--- src/design/swr_pkg.sv ---
// package: shared types and codes of the stack with remove-by-value
package swr_pkg;

  localparam int DEPTH_DEF = 16;
  localparam int CAP_W     = 5;
  localparam int POS_W     = 4;
  localparam int CNT_W     = 5;
  localparam int WORD_W    = 32;

  localparam logic [CAP_W-1:0] CAP_RESET = 5'd16;

  typedef enum logic [1:0] {
    OP_PUSH   = 2'd0,
    OP_POP    = 2'd1,
    OP_REMOVE = 2'd2,
    OP_SWAP   = 2'd3
  } op_t;

  typedef enum logic [1:0] {
    ST_DONE     = 2'd0,
    ST_FULL     = 2'd1,
    ST_EMPTY    = 2'd2,
    ST_NOTFOUND = 2'd3
  } status_t;

  typedef struct packed {
    logic [1:0]               op;
    logic signed [WORD_W-1:0] value;
  } req_t;

  typedef struct packed {
    logic [1:0]               status;
    logic signed [WORD_W-1:0] item_value;
    logic [POS_W-1:0]         position;
    logic [CNT_W-1:0]         count;
  } res_t;

  // classified request as it waits between front and back
  typedef struct packed {
    op_t                      op;
    logic signed [WORD_W-1:0] value;
  } cmd_t;

endpackage

--- src/design/swr_ram.sv ---
// generic single-write, single-read ram with registered read data
module swr_ram #(
  parameter int W = 32,
  parameter int D = 16
) (
  input  logic                 clk,
  input  logic                 we,
  input  logic [$clog2(D)-1:0] waddr,
  input  logic [W-1:0]         wdata,
  input  logic [$clog2(D)-1:0] raddr,
  output logic [W-1:0]         rdata
);

  logic [W-1:0] mem [D];

  always_ff @(posedge clk) begin
    if (we) begin
      mem[waddr] <= wdata;
    end
    rdata <= mem[raddr];
  end

endmodule

--- src/design/swr_front.sv ---
// front end: accepts request beats, classifies them and queues two deep
module swr_front (
  input  logic          clk,
  input  logic          rst_n,
  input  logic          push,
  output logic          full,
  input  swr_pkg::req_t in_data,
  output logic          q_valid,
  output swr_pkg::cmd_t q_data,
  input  logic          q_take
);
  import swr_pkg::*;

  cmd_t       slot_r [2];
  logic       wr_ptr_r, wr_ptr_nxt;
  logic       rd_ptr_r, rd_ptr_nxt;
  logic [1:0] cnt_r, cnt_nxt;
  logic       acc;
  cmd_t       cls;

  assign full    = (cnt_r == 2'd2);
  assign q_valid = (cnt_r != 2'd0);
  assign q_data  = slot_r[rd_ptr_r];
  assign acc     = push && !full;

  always_comb begin
    cls.op    = op_t'(in_data.op);
    cls.value = in_data.value;
  end

  always_comb begin
    wr_ptr_nxt = wr_ptr_r;
    rd_ptr_nxt = rd_ptr_r;
    cnt_nxt    = cnt_r;
    if (acc) begin
      wr_ptr_nxt = !wr_ptr_r;
    end
    if (q_take) begin
      rd_ptr_nxt = !rd_ptr_r;
    end
    if (acc && !q_take) begin
      cnt_nxt = cnt_r + 2'd1;
    end else if (!acc && q_take) begin
      cnt_nxt = cnt_r - 2'd1;
    end
  end

  always_ff @(posedge clk) begin
    if (!rst_n) begin
      wr_ptr_r <= 1'b0;
      rd_ptr_r <= 1'b0;
      cnt_r    <= 2'd0;
    end else begin
      wr_ptr_r <= wr_ptr_nxt;
      rd_ptr_r <= rd_ptr_nxt;
      cnt_r    <= cnt_nxt;
    end
  end

  always_ff @(posedge clk) begin
    if (acc) begin
      slot_r[wr_ptr_r] <= cls;
    end
  end

endmodule

--- src/design/swr_back.sv ---
// back end: sequencer that carries out stack operations on the entry ram
module swr_back #(
  parameter int DEPTH = swr_pkg::DEPTH_DEF
) (
  input  logic                      clk,
  input  logic                      rst_n,
  input  logic [swr_pkg::CAP_W-1:0] cap,
  input  logic                      q_valid,
  input  swr_pkg::cmd_t             q_data,
  output logic                      q_take,
  output logic                      empty,
  input  logic                      pop,
  output swr_pkg::res_t             out_data
);
  import swr_pkg::*;

  localparam int AW = $clog2(DEPTH);
  localparam int FW = $clog2(DEPTH + 1);
  localparam int MW = (FW > CAP_W) ? FW : CAP_W;
  localparam int PW = (AW > POS_W) ? AW : POS_W;
  localparam int NW = (FW > CNT_W) ? FW : CNT_W;

  typedef enum logic [2:0] {
    S_IDLE,
    S_POP,
    S_SCAN,
    S_SW1,
    S_SW2,
    S_SW3
  } state_t;

  state_t                   state_r, state_nxt;
  logic [FW-1:0]            fill_r, fill_nxt;
  logic                     res_v_r, res_v_nxt;
  res_t                     res_r, res_nxt;
  logic signed [WORD_W-1:0] key_r, key_nxt;
  logic [AW-1:0]            dat_idx_r, dat_idx_nxt;
  logic                     found_r, found_nxt;
  logic [AW-1:0]            hit_r, hit_nxt;
  logic [AW-1:0]            top_r, top_nxt;
  logic [WORD_W-1:0]        tmp_r, tmp_nxt;

  logic                     we;
  logic [AW-1:0]            waddr;
  logic [WORD_W-1:0]        wdata;
  logic [AW-1:0]            raddr;
  logic [WORD_W-1:0]        rdata;

  logic [FW-1:0]            fill_m1;
  logic [AW-1:0]            top_a;
  logic                     is_empty;
  logic                     is_full;
  logic                     match;
  logic                     last;

  function automatic res_t mk_res(status_t st, logic [WORD_W-1:0] v,
                                  logic [AW-1:0] p, logic [FW-1:0] c);
    res_t          r;
    logic [PW-1:0] pw;
    logic [NW-1:0] cw;
    pw           = PW'(p);
    cw           = NW'(c);
    r.status     = st;
    r.item_value = v;
    r.position   = pw[POS_W-1:0];
    r.count      = cw[CNT_W-1:0];
    return r;
  endfunction

  swr_ram #(
    .W (WORD_W),
    .D (DEPTH)
  ) u_ram (
    .clk   (clk),
    .we    (we),
    .waddr (waddr),
    .wdata (wdata),
    .raddr (raddr),
    .rdata (rdata)
  );

  assign empty    = !res_v_r;
  assign out_data = res_r;

  assign fill_m1  = fill_r - 1'b1;
  assign top_a    = fill_m1[AW-1:0];
  assign is_empty = (fill_r == '0);
  assign is_full  = (MW'(fill_r) >= MW'(cap)) || (fill_r == FW'(DEPTH));
  assign match    = (rdata == key_r);
  assign last     = (dat_idx_r == top_a);

  always_comb begin
    state_nxt   = state_r;
    fill_nxt    = fill_r;
    res_v_nxt   = res_v_r;
    res_nxt     = res_r;
    key_nxt     = key_r;
    dat_idx_nxt = dat_idx_r;
    found_nxt   = found_r;
    hit_nxt     = hit_r;
    top_nxt     = top_r;
    tmp_nxt     = tmp_r;
    we          = 1'b0;
    waddr       = '0;
    wdata       = '0;
    raddr       = '0;
    q_take      = 1'b0;

    if (pop && res_v_r) begin
      res_v_nxt = 1'b0;
    end

    case (state_r)
      S_IDLE: begin
        if (q_valid && !res_v_r) begin
          q_take = 1'b1;
          case (q_data.op)
            OP_PUSH: begin
              res_v_nxt = 1'b1;
              if (is_full) begin
                res_nxt = mk_res(ST_FULL, q_data.value, '0, fill_r);
              end else begin
                we       = 1'b1;
                waddr    = fill_r[AW-1:0];
                wdata    = q_data.value;
                fill_nxt = fill_r + 1'b1;
                res_nxt  = mk_res(ST_DONE, q_data.value, fill_r[AW-1:0],
                                  fill_r + 1'b1);
              end
            end
            OP_POP: begin
              if (is_empty) begin
                res_v_nxt = 1'b1;
                res_nxt   = mk_res(ST_EMPTY, '0, '0, fill_r);
              end else begin
                raddr     = top_a;
                top_nxt   = top_a;
                fill_nxt  = fill_m1;
                state_nxt = S_POP;
              end
            end
            OP_REMOVE: begin
              if (is_empty) begin
                res_v_nxt = 1'b1;
                res_nxt   = mk_res(ST_EMPTY, '0, '0, fill_r);
              end else begin
                key_nxt     = q_data.value;
                raddr       = '0;
                dat_idx_nxt = '0;
                found_nxt   = 1'b0;
                state_nxt   = S_SCAN;
              end
            end
            OP_SWAP: begin
              if (is_empty) begin
                res_v_nxt = 1'b1;
                res_nxt   = mk_res(ST_EMPTY, '0, '0, fill_r);
              end else begin
                raddr     = '0;
                top_nxt   = top_a;
                state_nxt = S_SW1;
              end
            end
            default: begin
              state_nxt = S_IDLE;
            end
          endcase
        end
      end
      S_POP: begin
        res_v_nxt = 1'b1;
        res_nxt   = mk_res(ST_DONE, rdata, top_r, fill_r);
        state_nxt = S_IDLE;
      end
      S_SCAN: begin
        // entries above the hit move down one place as they stream past
        if (found_r) begin
          we    = 1'b1;
          waddr = dat_idx_r - 1'b1;
          wdata = rdata;
        end
        if (!found_r && match) begin
          found_nxt = 1'b1;
          hit_nxt   = dat_idx_r;
        end
        if (last) begin
          res_v_nxt = 1'b1;
          state_nxt = S_IDLE;
          if (found_r || match) begin
            fill_nxt = fill_m1;
            res_nxt  = mk_res(ST_DONE, key_r, found_r ? hit_r : dat_idx_r, fill_m1);
          end else begin
            res_nxt  = mk_res(ST_NOTFOUND, key_r, '0, fill_r);
          end
        end else begin
          raddr       = dat_idx_r + 1'b1;
          dat_idx_nxt = dat_idx_r + 1'b1;
        end
      end
      S_SW1: begin
        tmp_nxt   = rdata;
        raddr     = top_r;
        state_nxt = S_SW2;
      end
      S_SW2: begin
        we        = 1'b1;
        waddr     = '0;
        wdata     = rdata;
        state_nxt = S_SW3;
      end
      S_SW3: begin
        we        = 1'b1;
        waddr     = top_r;
        wdata     = tmp_r;
        res_v_nxt = 1'b1;
        res_nxt   = mk_res(ST_DONE, tmp_r, top_r, fill_r);
        state_nxt = S_IDLE;
      end
      default: begin
        state_nxt = S_IDLE;
      end
    endcase
  end

  always_ff @(posedge clk) begin
    if (!rst_n) begin
      state_r <= S_IDLE;
      fill_r  <= '0;
      res_v_r <= 1'b0;
    end else begin
      state_r <= state_nxt;
      fill_r  <= fill_nxt;
      res_v_r <= res_v_nxt;
    end
    res_r     <= res_nxt;
    key_r     <= key_nxt;
    dat_idx_r <= dat_idx_nxt;
    found_r   <= found_nxt;
    hit_r     <= hit_nxt;
    top_r     <= top_nxt;
    tmp_r     <= tmp_nxt;
  end

endmodule

--- src/design/stack_with_remove_by_value_top.sv ---
// top level: bounded lifo stack of signed words with remove-by-value
//
// a bounded lifo stack of signed 32-bit words held in a single-port-write,
// single-port-read ram of DEPTH entries. requests (push, pop, remove the
// matching entry nearest the bottom, swap bottom and top) enter through a
// two-deep request queue and are carried out one at a time by a sequencer;
// each request gives exactly one result beat with status, word, position and
// new count. the usable capacity is min(cfg_data, DEPTH), written whenever
// cfg_we is high. a remove does one ram read per held entry, as the single
// read port streams the entries past the comparator and the write port moves
// those above the hit down one place. a new request starts in the cycle after
// the previous result beat has been popped. the entry ram needs no clearing
// after reset: only entries below the fill count are ever read.
module stack_with_remove_by_value_top #(
  parameter int DEPTH = swr_pkg::DEPTH_DEF
) (
  input  logic                      clk,
  input  logic                      rst_n,
  // request channel
  input  logic                      push,
  output logic                      full,
  input  swr_pkg::req_t             in_data,
  // result channel
  output logic                      empty,
  input  logic                      pop,
  output swr_pkg::res_t             out_data,
  // capacity register
  input  logic                      cfg_we,
  input  logic [swr_pkg::CAP_W-1:0] cfg_data
);
  import swr_pkg::*;

  logic [CAP_W-1:0] cap_r;
  logic             q_valid;
  cmd_t             q_data;
  logic             q_take;

  // capacity register, no read-back
  always_ff @(posedge clk) begin
    if (!rst_n) begin
      cap_r <= CAP_RESET;
    end else if (cfg_we) begin
      cap_r <= cfg_data;
    end
  end

  // front: takes request beats and decodes the op while the back is busy
  swr_front u_front (
    .clk     (clk),
    .rst_n   (rst_n),
    .push    (push),
    .full    (full),
    .in_data (in_data),
    .q_valid (q_valid),
    .q_data  (q_data),
    .q_take  (q_take)
  );

  // back: sequencer, entry ram and result register
  swr_back #(
    .DEPTH (DEPTH)
  ) u_back (
    .clk      (clk),
    .rst_n    (rst_n),
    .cap      (cap_r),
    .q_valid  (q_valid),
    .q_data   (q_data),
    .q_take   (q_take),
    .empty    (empty),
    .pop      (pop),
    .out_data (out_data)
  );

`ifndef SYNTHESIS
  // the back never takes a request from an empty queue
  a_take_valid: assert property (@(posedge clk) disable iff (!rst_n)
    q_take |-> q_valid)
    else $error("request taken from empty queue");

  // a request is taken only while no result waits
  a_take_idle: assert property (@(posedge clk) disable iff (!rst_n)
    q_take |-> empty)
    else $error("request taken while a result beat waits");

  // empty refusals report a zero word, zero position and zero count
  a_empty_res: assert property (@(posedge clk) disable iff (!rst_n)
    (!empty && out_data.status == ST_EMPTY) |->
      (out_data.item_value == 0 && out_data.position == 0 && out_data.count == 0))
    else $error("empty refusal with nonzero fields");

  // a failed search leaves position at zero
  a_nf_pos: assert property (@(posedge clk) disable iff (!rst_n)
    (!empty && out_data.status == ST_NOTFOUND) |-> (out_data.position == 0))
    else $error("not-found result with nonzero position");
`endif

endmodule

--- config.mk ---
export PLATFORM = sky130hd
export DESIGN_NAME = stack_with_remove_by_value_top
export DESIGN_NICKNAME = d
export VERILOG_FILES = /design/src/design/swr_pkg.sv /design/src/design/swr_ram.sv /design/src/design/swr_front.sv /design/src/design/swr_back.sv /design/src/design/stack_with_remove_by_value_top.sv
export SDC_FILE = /design/constraint.sdc
export NUM_CORES = 1
export LEC_CHECK = 0
export BUFFER_PORTS_ARGS = -buffer_cell sky130_fd_sc_hd__buf_4
export CAP_MARGIN = 20
export CORE_AREA = 2 2 225 227
export CTS_CLUSTER_DIAMETER = 50
export CTS_CLUSTER_SIZE = 24
export DETAILED_ROUTE_END_ITERATION = 8
export DIE_AREA = 0 0 227 229
export GPL_ROUTABILITY_DRIVEN = 1
export HOLD_SLACK_MARGIN = 0.05
export PLACE_DENSITY = 0.81
export SETUP_SLACK_MARGIN = 0.2
export SYNTH_ARGS = -nofsm -noshare
export SYNTH_HDL_FRONTEND = slang
export SYNTH_SLANG_ARGS = --single-unit
--- constraint.sdc ---
create_clock -name clk -period 12.77 [get_ports clk]
set_input_delay 1.277 -clock clk [delete_from_list [all_inputs] [get_ports clk]]
set_output_delay 1.277 -clock clk [all_outputs]
set_load 0.01 [all_outputs]
### Word-level counts from Yosys, hierarchy flattened

Memory sizes are Yosys's and may differ from the RTL's. A register that Yosys moved wholly into a read port is not among the register bits.
Cells that the tools add are included.

* register bits after elaboration: 138
* memory bits (writable): 580
* input bits: 44
* output and inout bits: 45
* logic and storage cells: 155
* memories: 2

* $add $sub $neg: 6
* order comparisons: 1
* equality and inequality tests: 26
* multiplexer cells: 68
* bitwise logic cells: 1
* reduce and logical (&&, ||, !) cells: 34

Memories
* u_back.u_ram.mem: words 16, width 32, read ports 1, clocked after Yosys merged registers in 1, write ports 1, RTL line swr_ram.sv:14 `logic [W-1:0] mem [D];`
* u_front.slot_r: words 2, width 34, read ports 1, clocked after Yosys merged registers in 1, write ports 1, RTL line swr_front.sv:14 `cmd_t slot_r [2];`

Operators by type and width (number)
* $mux 43: 4
* $pmux 43 s4: 1
* $mux 32: 4
* $pmux 32 s4: 1
* $pmux 43 s2: 1
* $mux 4: 13
* $mux 42: 1
* $eq 32x32->1: 1
* $mux 5: 5
* $pmux 4 s3: 2
* $mux 1: 20
* $pmux 5 s2: 2
* $mux 3: 5
* $ne 3x3->1 const B: 5
* $pmux 3 s4: 1
* $reduce_and 4->1: 3
* $reduce_and 5->1: 2
* $pmux 3 s3: 1
* $ne 2x1->1 const B: 4
* $pmux 4 s2: 1
* $logic_not 1->1: 7
* $reduce_and 7->1: 1
* $eq 2x2->1 const B: 3
* $eq 3x2->1 const B: 2
* 30 further kinds: 46

### Depth between registers and ports, before layout

* depth in word-level cells: 8
* gate-level depth with buffers: 14
* gate-level depth less buffers: 11

### Modules after synthesis

A second synthesis with hierarchy kept.

* cells, all modules: 1602
* area, all modules: 29787.3 um^2

Modules (own cells, without submodules)
* swr_ram: times used 1, cells an instance 838, area an instance 19835.3 um^2, sequential area each 16015.4 um^2
* swr_back: times used 1, cells an instance 617, area an instance 7060.5 um^2, sequential area each 3783.6 um^2
* swr_front: times used 1, cells an instance 131, area an instance 2701.3 um^2, sequential area each 2142.1 um^2
* stack_with_remove_by_value_top: times used 1, cells an instance 16, area an instance 190.2 um^2, sequential area each 100.1 um^2

### Worst setup path before layout

No wires, ideal clock.

* kind: register to register
* start point: reg (tool-made name)
* end point: reg u_back.res_r, in the netlist u_back.out_data[0] (enable)
* setup time: 0.459 ns
* arrival: 3.884 ns
* data required time: 12.311 ns
* setup slack: 8.427 ns
* stages on the path, launching flop included: 7
* buffers on the path: 2
* clock period less this slack: 4.343 ns
* path through: dfxtp_1 -> clkbuf_1 -> buf_1 -> mux2i_1 -> ha_1 -> o31ai_1 -> a21oi_1

RTL lines
* end signal, assigned: RTL line swr_back.sv:235 `res_r <= res_nxt;`
* end, declared: RTL line swr_back.sv:35 `res_t res_r, res_nxt;`

==> qor.yml <==
outcome: "completed"
grt_pass1_vias: 19040
dp.final_hpwl_mm: 43.96
design_area_mm2: 0.03443
clkSinkCount: 751
setup_viol: 0
grt_max_degree: 126
power_mw: 7.466
vias: 19690
start_util_pct: 62.49
routabilityCongestion: 0.8970
cp_data_required_time_ns: 13.25
maxCapViolations: 0
r2r_setup_slack_ns: 7.57
worst_pin_slew_ns: 1.289
antenna_cells: 0
synth_edf_count: 700
syn_area_mm2: 0.03103
p_int_mw: 4.857
drv_slew: 0
num-fill-cells: 3155
leakage_nw: 11.52
ant_nets: 0
yosys.area.top_type: "edfxtp_1"
finalWirelength_mm: 74.12
hold_slack_ns: 0.5235
p_seq_share_pct: 44.5
setup_ws_ns: 7.567
dp_slack_ns: 7.715
power_density_mw_per_mm2: 216.8
cts_buffers: 50
dieHeight_um: 229
rsz0062_at_grt: "false"
drt_pre_antenna_iters: 7
crit_fanout: 93
synthArstFlopShare_pct: 0
arrival_ns: 5.68
synth_top_area_share_pct: 67.74
vias_per_cell: 6.838
ys_top_cells_by_area: "edfxtp_1, dfxtp_1, nand2_1"
num_rows: 82
ir_worst_vdd_mv: 0.1455
syn_to_final_growth_pct: 10.95
h-tree-depth: 2
yosys_warnings: 0
ctsResizeCount: 0
clock_skew_ns: 0.02596
hold_viol: 0
portBuffers: 88
synth_cell_type_count: 71
clk_pin_slew_worst_paths_ns: 0.09
synth_flop_cell: "edfxtp_1"
route.detailed.drc: 0
grt_antenna_before_repair: 0
slew_headroom_pct: 14.04
ys_seq_area_share_pct: 71.03
fin_crit_sh_pct: 40.74
overflow: 0
worst_hold_path_type: "reg2reg"
die_w_um: 227
ys_ff_latch: 751
crit_path_end: "u_back.u_ram.rdata[30]"
tritoncts: "built"
worstSetupStartpointType: "flip-flop"
swShare_pct: 34.95
p_sw_mw: 2.609
cts_buffer_depth: 3
ff_latch_area_mm2: 0.02204
ctsHoldBuffers: 0
netlist_instances: 2154
fin_cells: 2880
timing.rr.end: "u_back.u_ram.rdata[30]"
place_inst: 2779
wl_per_cell_um: 25.74
syn_nets: 2216
final.setup.tns_ns: 0
place_area_mm2: 0.03241
rr_worst_depth: 12
end_kind: "flip-flop"
nNetsFinal: 2228
track_usage_pct: 28.17
grt_pass1_wl_mm: 111.6
clock_latency_ns: 0.62
syn_area_per_cell_um2: 14.41
fmax_mhz: 192.2
setup.worst_path.class: "reg2reg"
post_cts_buffers: 0
pwr-share-clk_pct: 24.3
multi_input_area_mm2: 0.008238
post-route-min-period_ns: 5.203
design.die.area_mm2: 0.05198
io_pins: 89
clockRootBuffer: "clkbuf_16"
layout-drive-gt1-share_pct: 14.99
core_mm2: 0.04966
final_util_pct: 69.33
pwr-share-comb_pct: 31.2
drt_iter0_drc: 3497
power groups by stage:
stage	combinational, mW	clock [mW]	sequential, mW
floorplan	1.48	0	3.34
global route	2.48	1.92	3.34
detailed placement	2.25	0	3.37
finish	2.33	1.81	3.32
CTS	2.27	1.83	3.31
global placement	2.15	0	3.36
cell type report:
class	count	share of cell area (%)
flip-flops and latches	751	64.02
multi-input cells	1171	23.93
clock buffers	55	3.874
repair buffers	133	3.533
well taps	672	2.442
clock inverters	39	1.555
inverters	59	0.6433
sequential cells by signal, summed over array words and instances, names as in the netlist, 4 cells and up, named ones only:
signal              flops
u_back.u_ram.mem      512
u_front.slot_r         68
u_back.out_data        43
u_back.key_r           32
u_back.tmp_r           32
u_back.u_ram.rdata     32
cap_r                   5
u_back.fill_r           5
u_back.dat_idx_r        4
u_back.hit_r            4
u_back.top_r            4
layer usage:
| metal | track usage [%] | vias up | wire [um] |
|---|---|---|---|
| met5 | 0 | - | 0 |
| met4 | 10.54 | 0 | 2129 |
| met3 | 4.375 | 147 | 8516 |
| met2 | 42.86 | 1285 | 34460 |
| li1 | - | 8555 | - |
| met1 | 41.58 | 9707 | 29010 |
cell usage in the layout, fill, tap and decap left out, drive strengths merged, types with 4 or more instances in the layout:
| cell type | count |
|---|---|
| o22ai | 32 |
| inv | 79 |
| nand2b | 10 |
| a21boi | 4 |
| clkinv | 10 |
| o21a | 4 |
| a32o | 64 |
| nor2b | 7 |
| edfxtp | 700 |
| nand3 | 72 |
| o211ai | 6 |
| ha | 18 |
| a221o | 33 |
| nor3 | 13 |
| and3 | 5 |
| a32oi | 64 |
| a311oi | 63 |
| mux2 | 34 |
| buf | 132 |
| a221oi | 32 |
| bufinv | 5 |
| clkinvlp | 4 |
| dfxtp | 51 |
| nor2 | 71 |
| a21oi | 77 |
| o21ai | 143 |
| and2 | 11 |
| mux2i | 41 |
| clkbuf | 56 |
| xor2 | 38 |
| a222oi | 37 |
| nor4 | 9 |
| xnor2 | 9 |
| nand2 | 230 |
how the worst min path moves through the flow:
stage | to | startpoint | depth (start not counted)
detailed placement | u_back.tmp_r[15] | u_back.u_ram.rdata[15] | 0
CTS | u_back.tmp_r[15] | u_back.u_ram.rdata[15] | 0
finish | u_front.cnt_r[1] | u_front.cnt_r[1] | 2
floorplan | u_back.hit_r[2] | u_back.dat_idx_r[2] | 0
global route | u_back.tmp_r[9] | u_back.u_ram.rdata[9] | 0
global placement | u_front.cnt_r[1] | u_front.cnt_r[1] | 2
cell families after synthesis:
logic type	Yosys count	share of synthesized area (%)
AOI/OAI and AO/OA	581	14.60
DFF	751	71.03
xor gates and xnor gates	50	1.544
muxes	75	2.556
buffers and inverters	232	3.105
adders and majority gates	18	0.7258
and+or+nand+nor	447	6.432
worst max-delay path: stages (launching register included):
cell,delay [ns]
dfxtp_1,0.32
buf_4,0.39
mux2i_1,0.54
inv_1,0.13
ha_1,0.33
and4b_4,0.28
a22o_2,0.21
buf_4,0.34
nor2_4,0.69
buf_4,0.88
o211ai_1,0.23
a32oi_1,0.39
o221ai_1,0.18
cells in the mapped netlist (4+ instances only):
library cell	number
edfxtp_1	700
nand2_1	230
o21ai_0	142
clkbuf_1	122
a21oi_1	77
nand3_1	72
nor2_1	69
a32o_1	64
a32oi_1	64
a311oi_1	63
inv_1	58
dfxtp_1	51
mux2i_1	41
xor2_1	38
a222oi_1	37
buf_2	35
mux2_2	34
a221o_1	33
o22ai_1	32
a221oi_2	29
ha_1	18
nor3_1	12
and2_1	11
nand2b_1	10
buf_1	9
nor4_1	9
xnor2_1	9
nor2b_1	7
buf_6	6
o211ai_1	6
and3_1	5
o21a_1	4
Power figures use the tool's default switching activity.
